--- src/bl_pkg.sv ---
// shared constants, types and codes for the bresenham line plotter
// no dependencies; used by every other file in src
package bl_pkg;

  // canvas side limit and the reach of the pixel fields
  localparam int MAX_SIDE   = 64;
  localparam int FIELD_SIDE = 64;
  localparam int SIDE_LIM   = (MAX_SIDE < FIELD_SIDE) ? MAX_SIDE : FIELD_SIDE;

  // field widths
  localparam int COORD_W    = 11;
  localparam int PIX_W      = 6;
  localparam int CODE_W     = 8;
  localparam int SIDE_W     = 7;
  localparam int CFG_IDX_W  = 2;
  localparam int CFG_DATA_W = 8;
  localparam int CNT_W      = $clog2(SIDE_LIM);
  localparam int ERR_W      = PIX_W + 3;

  // register reset values
  localparam logic [CODE_W-1:0] BRUSH_RST  = 8'd42;
  localparam logic [SIDE_W-1:0] WIDTH_RST  = 7'd40;
  localparam logic [SIDE_W-1:0] HEIGHT_RST = 7'd15;

  // configuration register indexes
  typedef enum logic [CFG_IDX_W-1:0] {
    REG_BRUSH  = 2'd0,
    REG_WIDTH  = 2'd1,
    REG_HEIGHT = 2'd2
  } reg_idx_t;

  // sequencer states
  typedef enum logic [1:0] {
    S_IDLE,
    S_CHECK,
    S_DRAW
  } state_t;

  // effective configuration seen by the sequencer
  typedef struct packed {
    logic [CODE_W-1:0] brush;
    logic [SIDE_W-1:0] width_lim;
    logic [SIDE_W-1:0] height_lim;
  } cfg_view_t;

  // operands of the shared step unit
  typedef struct packed {
    logic [PIX_W-1:0]        x;
    logic [PIX_W-1:0]        y;
    logic signed [ERR_W-1:0] err;
    logic [PIX_W-1:0]        dx;
    logic [PIX_W-1:0]        dy;
    logic                    x_neg;
    logic                    y_neg;
  } step_in_t;

  // result of one step
  typedef struct packed {
    logic [PIX_W-1:0]        x;
    logic [PIX_W-1:0]        y;
    logic signed [ERR_W-1:0] err;
  } step_out_t;

  // sequencer status for checking
  typedef struct packed {
    state_t state;
    logic   load;
    logic   load_last;
  } ctrl_stat_t;

endpackage

--- src/bl_ifs.sv ---
// handshake channels of the line plotter: command, pixel word and config write
// depends on bl_pkg for widths
interface bl_cmd_if;
  logic                                valid;
  logic                                ready;
  logic                                mode;
  logic signed [bl_pkg::COORD_W-1:0]   x_start;
  logic signed [bl_pkg::COORD_W-1:0]   y_start;
  logic signed [bl_pkg::COORD_W-1:0]   x_end;
  logic signed [bl_pkg::COORD_W-1:0]   y_end;

  modport source (output valid, mode, x_start, y_start, x_end, y_end, input ready);
  modport sink   (input valid, mode, x_start, y_start, x_end, y_end, output ready);
endinterface

interface bl_pix_if;
  logic                        valid;
  logic                        ready;
  logic [bl_pkg::PIX_W-1:0]    pixel_x;
  logic [bl_pkg::PIX_W-1:0]    pixel_y;
  logic [bl_pkg::CODE_W-1:0]   pixel_code;
  logic                        out_of_bounds;
  logic                        last;

  modport source (output valid, pixel_x, pixel_y, pixel_code, out_of_bounds, last,
                  input ready);
  modport sink   (input valid, pixel_x, pixel_y, pixel_code, out_of_bounds, last,
                  output ready);
endinterface

interface bl_cfg_if;
  logic                            valid;
  logic                            ready;
  logic [bl_pkg::CFG_IDX_W-1:0]    index;
  logic [bl_pkg::CFG_DATA_W-1:0]   data;

  modport source (output valid, index, data, input ready);
  modport sink   (input valid, index, data, output ready);
endinterface

--- src/bl_cfg_regs.sv ---
// configuration registers: brush code and canvas size, with side saturation
// depends on bl_pkg and bl_cfg_if
module bl_cfg_regs (
  input  logic              clk,
  input  logic              rst,
  bl_cfg_if.sink            cfg,
  output bl_pkg::cfg_view_t view
);

  logic [bl_pkg::CODE_W-1:0] brush;
  logic [bl_pkg::SIDE_W-1:0] width;
  logic [bl_pkg::SIDE_W-1:0] height;

  // writes are always taken
  assign cfg.ready = 1'b1;

  // register writes, unknown indexes ignored
  always_ff @(posedge clk) begin
    if (rst) begin
      brush  <= bl_pkg::BRUSH_RST;
      width  <= bl_pkg::WIDTH_RST;
      height <= bl_pkg::HEIGHT_RST;
    end else if (cfg.valid) begin
      unique case (bl_pkg::reg_idx_t'(cfg.index))
        bl_pkg::REG_BRUSH:  brush  <= cfg.data[bl_pkg::CODE_W-1:0];
        bl_pkg::REG_WIDTH:  width  <= cfg.data[bl_pkg::SIDE_W-1:0];
        bl_pkg::REG_HEIGHT: height <= cfg.data[bl_pkg::SIDE_W-1:0];
        default: ;
      endcase
    end
  end

  // saturate canvas sides to the limit
  always_comb begin
    view.brush      = brush;
    view.width_lim  = (width > bl_pkg::SIDE_W'(bl_pkg::SIDE_LIM))
                      ? bl_pkg::SIDE_W'(bl_pkg::SIDE_LIM) : width;
    view.height_lim = (height > bl_pkg::SIDE_W'(bl_pkg::SIDE_LIM))
                      ? bl_pkg::SIDE_W'(bl_pkg::SIDE_LIM) : height;
  end

endmodule

--- src/bl_step.sv ---
// shared bresenham step unit: one error update and coordinate move per use
// depends on bl_pkg
module bl_step (
  input  bl_pkg::step_in_t  si,
  output bl_pkg::step_out_t so
);

  logic signed [bl_pkg::ERR_W:0] e2;
  logic signed [bl_pkg::ERR_W:0] dxs;
  logic signed [bl_pkg::ERR_W:0] dys;
  logic signed [bl_pkg::ERR_W:0] err_sum;
  logic                          go_x;
  logic                          go_y;

  always_comb begin
    // doubled error against the deltas
    e2   = {si.err, 1'b0};
    dxs  = $signed({{(bl_pkg::ERR_W + 1 - bl_pkg::PIX_W){1'b0}}, si.dx});
    dys  = $signed({{(bl_pkg::ERR_W + 1 - bl_pkg::PIX_W){1'b0}}, si.dy});
    go_x = e2 > -dys;
    go_y = e2 < dxs;

    // error update
    err_sum = {si.err[bl_pkg::ERR_W-1], si.err}
              - (go_x ? dys : '0) + (go_y ? dxs : '0);
    so.err  = err_sum[bl_pkg::ERR_W-1:0];

    // coordinate moves
    if (go_x) begin
      so.x = si.x_neg ? si.x - bl_pkg::PIX_W'(1) : si.x + bl_pkg::PIX_W'(1);
    end else begin
      so.x = si.x;
    end
    if (go_y) begin
      so.y = si.y_neg ? si.y - bl_pkg::PIX_W'(1) : si.y + bl_pkg::PIX_W'(1);
    end else begin
      so.y = si.y;
    end
  end

endmodule

--- src/bl_ctrl.sv ---
// sequencer: command capture, bounds check, line walk and output word register
// depends on bl_pkg, bl_ifs and the bl_step unit wired at the top level
module bl_ctrl (
  input  logic               clk,
  input  logic               rst,
  bl_cmd_if.sink             cmd,
  bl_pix_if.source           pix,
  input  bl_pkg::cfg_view_t  view,
  output bl_pkg::step_in_t   si,
  input  bl_pkg::step_out_t  so,
  output bl_pkg::ctrl_stat_t stat
);

  bl_pkg::state_t state, state_next;

  // captured command
  logic signed [bl_pkg::COORD_W-1:0] c_x0, c_y0, c_x1, c_y1;

  // walk registers
  logic [bl_pkg::PIX_W-1:0]        x, y, x1, y1, dx, dy;
  logic signed [bl_pkg::ERR_W-1:0] err;
  logic                            x_neg, y_neg;
  logic [bl_pkg::CNT_W-1:0]        cnt;

  // output word register
  logic                       o_valid;
  logic [bl_pkg::PIX_W-1:0]   o_x, o_y;
  logic [bl_pkg::CODE_W-1:0]  o_code;
  logic                       o_oob, o_last;

  logic accept, can_load, load, reject, setup, advance, at_end, in_ok;
  logic [bl_pkg::PIX_W-1:0] sx0, sy0, sx1, sy1, dx_c, dy_c;

  function automatic logic in_canvas(
    input logic signed [bl_pkg::COORD_W-1:0] px,
    input logic signed [bl_pkg::COORD_W-1:0] py,
    input logic [bl_pkg::SIDE_W-1:0]         w,
    input logic [bl_pkg::SIDE_W-1:0]         h
  );
    logic ok;
    ok = !px[bl_pkg::COORD_W-1] && !py[bl_pkg::COORD_W-1]
         && (px[bl_pkg::COORD_W-2:0] < (bl_pkg::COORD_W-1)'(w))
         && (py[bl_pkg::COORD_W-2:0] < (bl_pkg::COORD_W-1)'(h));
    return ok;
  endfunction

  // bounds check and walk setup from the captured command
  always_comb begin
    in_ok = in_canvas(c_x0, c_y0, view.width_lim, view.height_lim)
            && in_canvas(c_x1, c_y1, view.width_lim, view.height_lim);
    sx0   = c_x0[bl_pkg::PIX_W-1:0];
    sy0   = c_y0[bl_pkg::PIX_W-1:0];
    sx1   = c_x1[bl_pkg::PIX_W-1:0];
    sy1   = c_y1[bl_pkg::PIX_W-1:0];
    dx_c  = (sx1 > sx0) ? sx1 - sx0 : sx0 - sx1;
    dy_c  = (sy1 > sy0) ? sy1 - sy0 : sy0 - sy1;
  end

  // step unit operands
  always_comb begin
    si.x     = x;
    si.y     = y;
    si.err   = err;
    si.dx    = dx;
    si.dy    = dy;
    si.x_neg = x_neg;
    si.y_neg = y_neg;
  end

  // end of line: endpoint reached or point budget used up
  assign at_end = ((x == x1) && (y == y1))
                  || (cnt == bl_pkg::CNT_W'(bl_pkg::SIDE_LIM - 1));

  assign can_load = !o_valid || pix.ready;

  // next state and control
  always_comb begin
    state_next = state;
    cmd.ready  = 1'b0;
    load       = 1'b0;
    reject     = 1'b0;
    setup      = 1'b0;
    advance    = 1'b0;
    unique case (state)
      bl_pkg::S_IDLE: begin
        cmd.ready = 1'b1;
        if (cmd.valid) state_next = bl_pkg::S_CHECK;
      end
      bl_pkg::S_CHECK: begin
        if (!in_ok) begin
          if (can_load) begin
            load       = 1'b1;
            reject     = 1'b1;
            state_next = bl_pkg::S_IDLE;
          end
        end else begin
          setup      = 1'b1;
          state_next = bl_pkg::S_DRAW;
        end
      end
      bl_pkg::S_DRAW: begin
        if (can_load) begin
          load = 1'b1;
          if (at_end) state_next = bl_pkg::S_IDLE;
          else advance = 1'b1;
        end
      end
      default: state_next = bl_pkg::S_IDLE;
    endcase
  end

  assign accept = cmd.valid && cmd.ready;

  // state register
  always_ff @(posedge clk) begin
    if (rst) state <= bl_pkg::S_IDLE;
    else state <= state_next;
  end

  // command capture; pixel mode ends where it starts
  always_ff @(posedge clk) begin
    if (accept) begin
      c_x0 <= cmd.x_start;
      c_y0 <= cmd.y_start;
      c_x1 <= cmd.mode ? cmd.x_end : cmd.x_start;
      c_y1 <= cmd.mode ? cmd.y_end : cmd.y_start;
    end
  end

  // walk registers
  always_ff @(posedge clk) begin
    if (setup) begin
      x     <= sx0;
      y     <= sy0;
      x1    <= sx1;
      y1    <= sy1;
      dx    <= dx_c;
      dy    <= dy_c;
      x_neg <= !(sx0 < sx1);
      y_neg <= !(sy0 < sy1);
      err   <= $signed({3'b000, dx_c}) - $signed({3'b000, dy_c});
      cnt   <= '0;
    end else if (advance) begin
      x   <= so.x;
      y   <= so.y;
      err <= so.err;
      cnt <= cnt + bl_pkg::CNT_W'(1);
    end
  end

  // output word valid
  always_ff @(posedge clk) begin
    if (rst) o_valid <= 1'b0;
    else if (load) o_valid <= 1'b1;
    else if (pix.ready) o_valid <= 1'b0;
  end

  // output word payload
  always_ff @(posedge clk) begin
    if (load) begin
      if (reject) begin
        o_x    <= '0;
        o_y    <= '0;
        o_code <= '0;
        o_oob  <= 1'b1;
        o_last <= 1'b1;
      end else begin
        o_x    <= x;
        o_y    <= y;
        o_code <= view.brush;
        o_oob  <= 1'b0;
        o_last <= at_end;
      end
    end
  end

  assign pix.valid         = o_valid;
  assign pix.pixel_x       = o_x;
  assign pix.pixel_y       = o_y;
  assign pix.pixel_code    = o_code;
  assign pix.out_of_bounds = o_oob;
  assign pix.last          = o_last;

  // status for checking
  always_comb begin
    stat.state     = state;
    stat.load      = load;
    stat.load_last = reject || (state == bl_pkg::S_DRAW && at_end);
  end

endmodule

--- src/bresenham_line_plotter.sv ---
// bresenham line plotter top level: config registers, sequencer, shared step unit
// the first word is loaded from the draw state, which follows the check state;
// a rejection word is loaded from the check state. A command holds the block until its final
// word is loaded, and any word may wait on the receiver
// the step unit gives one point per cycle while the receiver takes words
// reset: brush 42, canvas 40 by 15, sequencer idle, no word pending
module bresenham_line_plotter (
  input  logic     clk,
  input  logic     rst,
  bl_cmd_if.sink   cmd,
  bl_pix_if.source pix,
  bl_cfg_if.sink   cfg
);

  bl_pkg::cfg_view_t  view;
  bl_pkg::step_in_t   si;
  bl_pkg::step_out_t  so;
  bl_pkg::ctrl_stat_t stat;

  // configuration registers
  bl_cfg_regs u_cfg (
    .clk  (clk),
    .rst  (rst),
    .cfg  (cfg),
    .view (view)
  );

  // shared step unit
  bl_step u_step (
    .si (si),
    .so (so)
  );

  // sequencer and output word register
  bl_ctrl u_ctrl (
    .clk  (clk),
    .rst  (rst),
    .cmd  (cmd),
    .pix  (pix),
    .view (view),
    .si   (si),
    .so   (so),
    .stat (stat)
  );

  // a rejected command is always a single final word
  a_oob_last: assert property (@(posedge clk) disable iff (rst)
    pix.valid && pix.out_of_bounds |-> pix.last)
    else $error("rejection word without last");

  // a taken command holds off the next one in the cycle after
  a_busy: assert property (@(posedge clk) disable iff (rst)
    cmd.valid && cmd.ready |=> !cmd.ready)
    else $error("command taken while busy");

  // loading the final word returns the sequencer to idle
  a_last_idle: assert property (@(posedge clk) disable iff (rst)
    stat.load && stat.load_last |=> stat.state == bl_pkg::S_IDLE)
    else $error("sequencer not idle after final word");

endmodule
--- src/flat_wrapper.sv ---
// flat-port wrapper written by rule: the top's interface ports become plain ports
module bresenham_line_plotter_flat 
  (clk, rst, cmd_valid, cmd_mode, cmd_x_start, cmd_y_start, cmd_x_end, cmd_y_end, cmd_ready, pix_valid, pix_pixel_x, pix_pixel_y, pix_pixel_code, pix_out_of_bounds, pix_last, pix_ready, cfg_valid, cfg_index, cfg_data, cfg_ready);
  bl_cmd_if cmd_i ();
  bl_pix_if pix_i ();
  bl_cfg_if cfg_i ();
  input  logic clk;
  input  logic rst;
  input wire logic [$bits(cmd_i.valid)-1:0] cmd_valid;
  input wire logic [$bits(cmd_i.mode)-1:0] cmd_mode;
  input wire logic [$bits(cmd_i.x_start)-1:0] cmd_x_start;
  input wire logic [$bits(cmd_i.y_start)-1:0] cmd_y_start;
  input wire logic [$bits(cmd_i.x_end)-1:0] cmd_x_end;
  input wire logic [$bits(cmd_i.y_end)-1:0] cmd_y_end;
  output wire logic [$bits(cmd_i.ready)-1:0] cmd_ready;
  output wire logic [$bits(pix_i.valid)-1:0] pix_valid;
  output wire logic [$bits(pix_i.pixel_x)-1:0] pix_pixel_x;
  output wire logic [$bits(pix_i.pixel_y)-1:0] pix_pixel_y;
  output wire logic [$bits(pix_i.pixel_code)-1:0] pix_pixel_code;
  output wire logic [$bits(pix_i.out_of_bounds)-1:0] pix_out_of_bounds;
  output wire logic [$bits(pix_i.last)-1:0] pix_last;
  input wire logic [$bits(pix_i.ready)-1:0] pix_ready;
  input wire logic [$bits(cfg_i.valid)-1:0] cfg_valid;
  input wire logic [$bits(cfg_i.index)-1:0] cfg_index;
  input wire logic [$bits(cfg_i.data)-1:0] cfg_data;
  output wire logic [$bits(cfg_i.ready)-1:0] cfg_ready;
  assign cmd_i.valid = cmd_valid;
  assign cmd_i.mode = cmd_mode;
  assign cmd_i.x_start = cmd_x_start;
  assign cmd_i.y_start = cmd_y_start;
  assign cmd_i.x_end = cmd_x_end;
  assign cmd_i.y_end = cmd_y_end;
  assign cmd_ready = cmd_i.ready;
  assign pix_valid = pix_i.valid;
  assign pix_pixel_x = pix_i.pixel_x;
  assign pix_pixel_y = pix_i.pixel_y;
  assign pix_pixel_code = pix_i.pixel_code;
  assign pix_out_of_bounds = pix_i.out_of_bounds;
  assign pix_last = pix_i.last;
  assign pix_i.ready = pix_ready;
  assign cfg_i.valid = cfg_valid;
  assign cfg_i.index = cfg_index;
  assign cfg_i.data = cfg_data;
  assign cfg_ready = cfg_i.ready;
  bresenham_line_plotter u_core (.clk(clk), .rst(rst), .cmd(cmd_i), .pix(pix_i), .cfg(cfg_i));
endmodule
--- config.mk ---
export PLATFORM = sky130hd
export DESIGN_NAME = bresenham_line_plotter_flat
export DESIGN_NICKNAME = d
export VERILOG_FILES = /design/src/bl_pkg.sv /design/src/bl_ifs.sv /design/src/bl_cfg_regs.sv /design/src/bl_step.sv /design/src/bl_ctrl.sv /design/src/bresenham_line_plotter.sv /design/src/flat_wrapper.sv
export SDC_FILE = /design/constraint.sdc
export NUM_CORES = 1
export LEC_CHECK = 0
export BUFFER_PORTS_ARGS = -buffer_cell sky130_fd_sc_hd__buf_2
export CAP_MARGIN = 20
export CORE_UTILIZATION = 52
export DETAILED_ROUTE_END_ITERATION = 8
export HOLD_SLACK_MARGIN = 0.08
export PLACE_DENSITY = 0.82
export SETUP_SLACK_MARGIN = 0.3
export SLEW_MARGIN = 10
export SYNTH_ARGS = -nofsm -noshare
export SYNTH_HDL_FRONTEND = slang
export SYNTH_SLANG_ARGS = --single-unit
--- constraint.sdc ---
create_clock -name clk -period 4.25 [get_ports clk]
set_clock_uncertainty 0.1 [all_clocks]
set_input_delay 0.85 -clock clk [delete_from_list [all_inputs] [get_ports clk]]
set_output_delay 0.85 -clock clk [all_outputs]
set_load 0.1 [all_outputs]
==> results of run 1 <==
[per-layer routing]
layer | track usage [%] | routed length [µm]
met5 | 0 | 0
met4 | 9.06 | 423
met3 | 3.99 | 804
met2 | 37.0 | 8890
met1 | 28.2 | 7810
[cell usage in the layout (no fill, tap or decap), types with 3 or more instances in the layout]
cell type     n
nor3_2        3
nand2_1      41
dfxtp_1      31
a311oi_1      3
buf_2        83
buf_4        22
clkinvlp_4    6
nand3_1       3
inv_1        78
ha_1         83
nor2b_1      11
nand2b_1      9
and2_1       22
o311ai_1      3
inv_2         9
xnor2_1      33
o21ai_1      16
mux2_2       25
edfxtp_1    113
a21oi_2       3
mux2i_1      23
a21o_1       14
a211o_1      13
a21oi_1      32
a211oi_1      3
o21bai_1      4
nor4_1        4
nor2_1       57
o21ai_0       6
nor3_1        6
nand4_1      13
fa_1         12
clkinv_2      4
ha_4          6
xor2_1       20
clkbuf_16    17
[kinds of logic (layout without fill, tap and decap cells)]
family | Yosys count | after routing | synth area share (%)
compound gates | 118 | 118 | 9.45
xor+xnor | 54 | 54 | 5.51
fa+ha+maj | 103 | 103 | 16.1
buf+inv | 104 | 224 | 4.81
flops | 144 | 144 | 46.7
mux | 51 | 51 | 6.39
other cells | 1 | 1 | 0.0437
simple gates | 188 | 188 | 10.9
[stage by stage]
stage / setup TNS (ns) / power, mW / hold slack [ns] / cell area [µm²] / setup WS [ns]
after detailed placement: -0.0986 / 2.43 / 0.362 / 9340 / -0.0689
after global placement: 0 / 2.41 / 0.349 / 9340 / 0.0371
final: -0.0477 / 3.80 / 0.377 / 10100 / -0.0276
after CTS: 0 / 3.81 / 0.376 / 9990 / 0.0813
after floorplan: 0 / 2.25 / 0.335 / 8680 / 0.217
after global routing: -0.581 / 3.95 / 0.406 / 10100 / -0.250
[critical path, cell delays in order, from the launching register on]
cell	delay, ns
edfxtp_1	0.41
buf_4	0.16
nor3_2	0.15
nand2_1	0.15
xnor2_1	0.16
ha_1	0.31
nand2_1	0.09
o41ai_4	0.32
buf_4	0.19
nor3_4	0.05
and2_1	0.17
fa_1	0.51
inv_2	0.05
ha_4	0.23
a21o_1	0.18
a21oi_2	0.18
o21ai_2	0.09
o41ai_2	0.25
xor2_1	0.11
nor2_1	0.11
a21oi_1	0.05
[registers in the layout, summed over array words and instances, names as in the netlist, 2 cells and up]
name	count
u_core.u_ctrl.c_x0	11
u_core.u_ctrl.c_x1	11
u_core.u_ctrl.c_y0	11
u_core.u_ctrl.c_y1	11
u_core.u_ctrl.err	9
u_core.u_cfg.brush	8
u_core.u_ctrl.pix.pixel_code	8
u_core.u_cfg.height	7
u_core.u_cfg.width	7
u_core.u_ctrl.cnt	6
u_core.u_ctrl.dx	6
u_core.u_ctrl.dy	6
u_core.u_ctrl.pix.pixel_x	6
u_core.u_ctrl.pix.pixel_y	6
u_core.u_ctrl.x1	6
u_core.u_ctrl.x	6
u_core.u_ctrl.y1	6
u_core.u_ctrl.y	6
u_core.u_ctrl.state	2
[power groups by stage]
stage                     logic [mW]  registers, mW  clock network (mW)
after floorplan                0.503           1.75                   0
after global placement         0.735           1.68                   0
after detailed placement       0.752           1.68                   0
after CTS                      0.769           1.65                1.39
after global routing           0.845           1.66                1.45
final                          0.771           1.65                1.38
[layout make-up]
| type | count | area [µm²] | share of cell area, % |
|---|---|---|---|
| multi-input cells | 515 | 4360 | 43.2 |
| flip-flops and latches | 144 | 4010 | 39.7 |
| repair buffers | 105 | 581 | 5.75 |
| clock buffers | 17 | 425 | 4.21 |
| inverters | 87 | 327 | 3.23 |
| well taps | 216 | 270 | 2.68 |
| clock inverters | 15 | 120 | 1.19 |
[path summary, 6_finish.rpt]
path                         start  cells after the start                     to
max reg2reg    u_core.u_ctrl.dy[1]                     20   u_core.u_ctrl.err[8]
min          u_core.u_cfg.width[3]                      1  u_core.u_cfg.width[3]
max            u_core.u_ctrl.dy[1]                     20   u_core.u_ctrl.err[8]
min reg2reg  u_core.u_cfg.width[3]                      1  u_core.u_cfg.width[3]
[what timing repair did]
item,4_1_cts,5_1_grt
resized for setup,6,7
buffers inserted,9,6
endpoints found under the setup margin,4,6
pin swaps,11,5
==> flow_summary.toml, run 1 <==
[place]
dpl.cell_count = 1052
dp_hpwl_um = 13100
portBuffers = 83
gp_congestion = 0.871

[power]
p_seq_share_pct = 43.4
combPwrFrac_pct = 20.3
vdd_drop_max_uv = 342
power_per_cell_area_nw_per_um2 = 376
p_sw_share_pct = 28.9
power_leakage_nw = 4.33
p_int_mw = 2.70
p_clk_share_pct = 36.3
p_switching_mw = 1.10

[timing]
rsz0062_at_grt = "yes"
slew_headroom_pct = 31.1
layout_min_cycle_time_ns = 4.28
tightest_slew_ns = 1.03
setup_violations = 2
fin_crit_sh_pct = 101
setup_ws_ns = -0.0276
fmax_ghz = 0.234
timing.final.hold_violations = 0
slew_violations = 0

[clock_network]
cts_hold_buf = 0
cts.sinks = 144
cts_buffer_depth = 2
cts_tree = "done"
cts_buffers = 17
insertion_delay_ns = 0.43
clk_pin_slew_ns = 0.06
htreeDepth = 4
cts_root_buf = "clkbuf_16"

[yosys]
synth_cells = 763
ys.flop_type = "edfxtp_1"
synth_commonest_cells = "113 x edfxtp_1, 90 x ha_1, 82 x inv_1, 59 x nor2_1, 41 x nand2_1"
ys_seq_area_share_pct = 46.7
ys_async_sr_fraction_pct = 0
yosys.area.top_type = "edfxtp_1"
yosys-top-cells-area = "edfxtp_1 39%, ha_1 13%, dfxtp_1 7.2%"
synth.avg_cell_area_um2 = 11.3
synth_most_common_cell = "edfxtp_1"
ys_warn_count = 0
synth_edf_count = 113
syn-cell-area_um2 = 8590
ys_ff_latch = 144
yosysUniqueCellTypes = 59
synth_nets = 926
synth_top_area_share_pct = 39.5

[floorplanning]
core_um2 = 16000
dieArea_um2 = 17000
dieWidth_um = 131
rows = 46
initial_core_util_pct = 53.7
pin_count = 85
die_height_um = 131

[outcome]
violations = "setup timing"
status = "finished, violations left"

[critical_path]
worst_ep_required_time_ns = 4.31
cp_max_fo = 4
cp.arrival_ns = 4.34
startpoint_type = "register"
cp-end-kind = "register"
path_class = "register to register"
reg2reg_slack_ns = -0.03

[cells_and_area]
fin_cells = 1099
nFillCells = 1245
area_growth_pct = 17.6
fin_util_pct = 63.1
drive_gt1_share_pct = 23.3
antenna_cells = 0
nets = 1033

[run]
max-cap-violations = 0

[hold_path]
min_path_type = "register to register"

[drt]
drc = 0
viasPerCell = 5.38
totalWireLength_um = 17900
ant_nets = 0
drt-initial-drc-count = 306
avgRoutedWirePerCell_um = 16.3
via_count = 5911
dr.pass1.iters = 5

[grt]
antenna_found_initial = 0
grt_overflow = 0
grt_max_degree = 45
grt_pass1_wl_um = 28300
grt_pass1_vias = 5785
track_usage_pct = 22.1
Note: power is estimated with default switching activity, not from simulation.
==> run 2, diff against run 1 <==
- PLACE_DENSITY: 0.82 -> 0.85
==> run 2 against run 1 <==
Compared with the run above: the flow still finishes with violations (setup timing); power up 2.4%; cell count up 0.45%; sequential cell count unchanged; clock-buffer cell count up 6; clock power up 6%; via count up 2.7%; setup slack worse by 0.042 ns; global-route usage up 0.67 points; non-clock buffer count up 5; die area unchanged; critical path depth down 2; critical path type unchanged; largest cell class unchanged.
==> flow_summary.toml, run 2 (synthesis results as in run 1) <==
[grt]
grt_overflow = 0
grt_pass1_wl_um = 29300
antenna_found_initial = 0
track_usage_pct = 22.7
grt_pass1_vias = 5975
grt_max_degree = 65

[floorplanning]
dieArea_um2 = 17000
core_um2 = 16000
pin_count = 85
die_height_um = 131
initial_core_util_pct = 53.7
dieWidth_um = 131
rows = 46

[timing]
slew_violations = 0
slew_headroom_pct = 33.2
layout_min_cycle_time_ns = 4.32
tightest_slew_ns = 1.00
setup_ws_ns = -0.0696
timing.final.hold_violations = 0
fmax_ghz = 0.232
timing.hold.ws_ns = 0.377
rsz0062_at_grt = "yes"
fin_crit_sh_pct = 102
setup_violations = 1

[critical_path]
worst_ep_required_time_ns = 4.32
path_cells = "nor3_2, nand2_1, xnor2_1, ha_1, o21a_1, a211oi_4, nor3_4, and2_4, fa_1, inv_2, ha_4, a21o_1, a21oi_2, o21ai_2, o41ai_2, xor2_1, nor2_1, a21oi_1"
startpoint_type = "register"
max_stage_delay_ns = 0.48
cp-end-kind = "register"
crit_buf_inv = 1
cp_max_fo = 5
path_delay_family = "compound AO/OA/AOI/OAI gates"
timing.rr.start = "u_core.u_ctrl.dy[0]"
cp.arrival_ns = 4.39
slowest_stage = "fa_1"
path_class = "register to register"
cp-startpoint = "u_core.u_ctrl.dy[0]"

[power]
power_per_cell_area_nw_per_um2 = 380
power_leakage_nw = 4.41
vdd_drop_max_uv = 322

[drt]
dr.pass1.iters = 5
viasPerCell = 5.50
avgRoutedWirePerCell_um = 16.9
via_count = 6072
totalWireLength_um = 18700
ant_nets = 0
drc = 0
drt-initial-drc-count = 338

[cells_and_area]
multiInputGateArea_um2 = 4380
nFillCells = 1196
drive_gt1_share_pct = 24.2
nets = 1038
antenna_cells = 0
area_growth_pct = 19.0
fin_util_pct = 63.9
final_common_cell = "edfxtp_1"
layout_common_cells = "113 x edfxtp_1, 83 x ha_1, 83 x buf_2"
regArea_um2 = 4010

[place]
portBuffers = 83
dp_hpwl_um = 13300
gp_congestion = 0.844

[clock_network]
clk_pin_slew_ns = 0.06
insertion_delay_ns = 0.43
cts_buffer_depth = 2
cts_root_buf = "clkbuf_16"
cts_tree = "done"
cts.sinks = 144
cts_buffers = 17
htreeDepth = 4

[outcome]
violations = "setup timing"
status = "finished, violations left"

[hold_path]
min-delay-start = "u_core.u_cfg.width[5]"
min_path_type = "register to register"

[run]
max-cap-violations = 0
## run 2: routing by layer
metal / share of wire, % / wire length [µm] / vias to the layer above / global-route usage, %
li1: - / - / 2918 / -
met1: 43 / 8120 / 2927 / 29.4
met2: 49 / 9250 / 190 / 37.1
met3: 4.5 / 838 / 37 / 4.76
met4: 2.6 / 485 / 0 / 9.74
met5: 0 / 0 / - / 0
## run 2: cell type report
class                   instances  share of cell area (%)
repair buffers                110                    6.28
flip-flops and latches        144                    39.3
clock buffers                  23                    5.10
well taps                     216                    2.64
inverters                      87                    3.19
multi-input cells             515                    42.9
clock inverters                 9                   0.649
## run 2: timing repair
action	4_1_cts	5_1_grt
hold buffers	0	0
setup endpoints to repair	6	6
pin swaps	16	8
endpoints found under the hold margin	0	0
gates resized for setup	13	9
buffers inserted	11	6
## run 2: path summary, 6_finish.rpt
| path | to | slack (ns) | depth (start not counted) |
|---|---|---|---|
| max | u_core.u_ctrl.err[8] | -0.07 | 18 |
| min | u_core.u_cfg.width[5] | 0.38 | 1 |
| max reg2reg | u_core.u_ctrl.err[8] | -0.07 | 18 |
| min reg2reg | u_core.u_cfg.width[5] | 0.38 | 1 |
## run 2: stage by stage
stage / worst slack [ns] / TNS (ns) / cell area (µm²) / power, mW / instances
3_3_place_gp: 0.0820 / 0 / 9380 / 2.41 / 1055
6_report: -0.0696 / -0.0696 / 10200 / 3.89 / 1104
2_1_floorplan: 0.217 / 0 / 8680 / 2.25 / 763
3_5_place_dp: -0.0947 / -0.122 / 9380 / 2.43 / 1055
5_1_grt: -0.246 / -0.735 / 10200 / 4.03 / 1104
4_1_cts: 0.0528 / 0 / 10100 / 3.89 / 1098
## run 2: where the power goes
group / leakage, nW / internal [mW] / switching [mW]
combinational: 2.81 / 0.299 / 0.477
sequential: 1.30 / 1.61 / 0.0442
clock: 0.294 / 0.872 / 0.592
total: 4.41 / 2.78 / 1.11
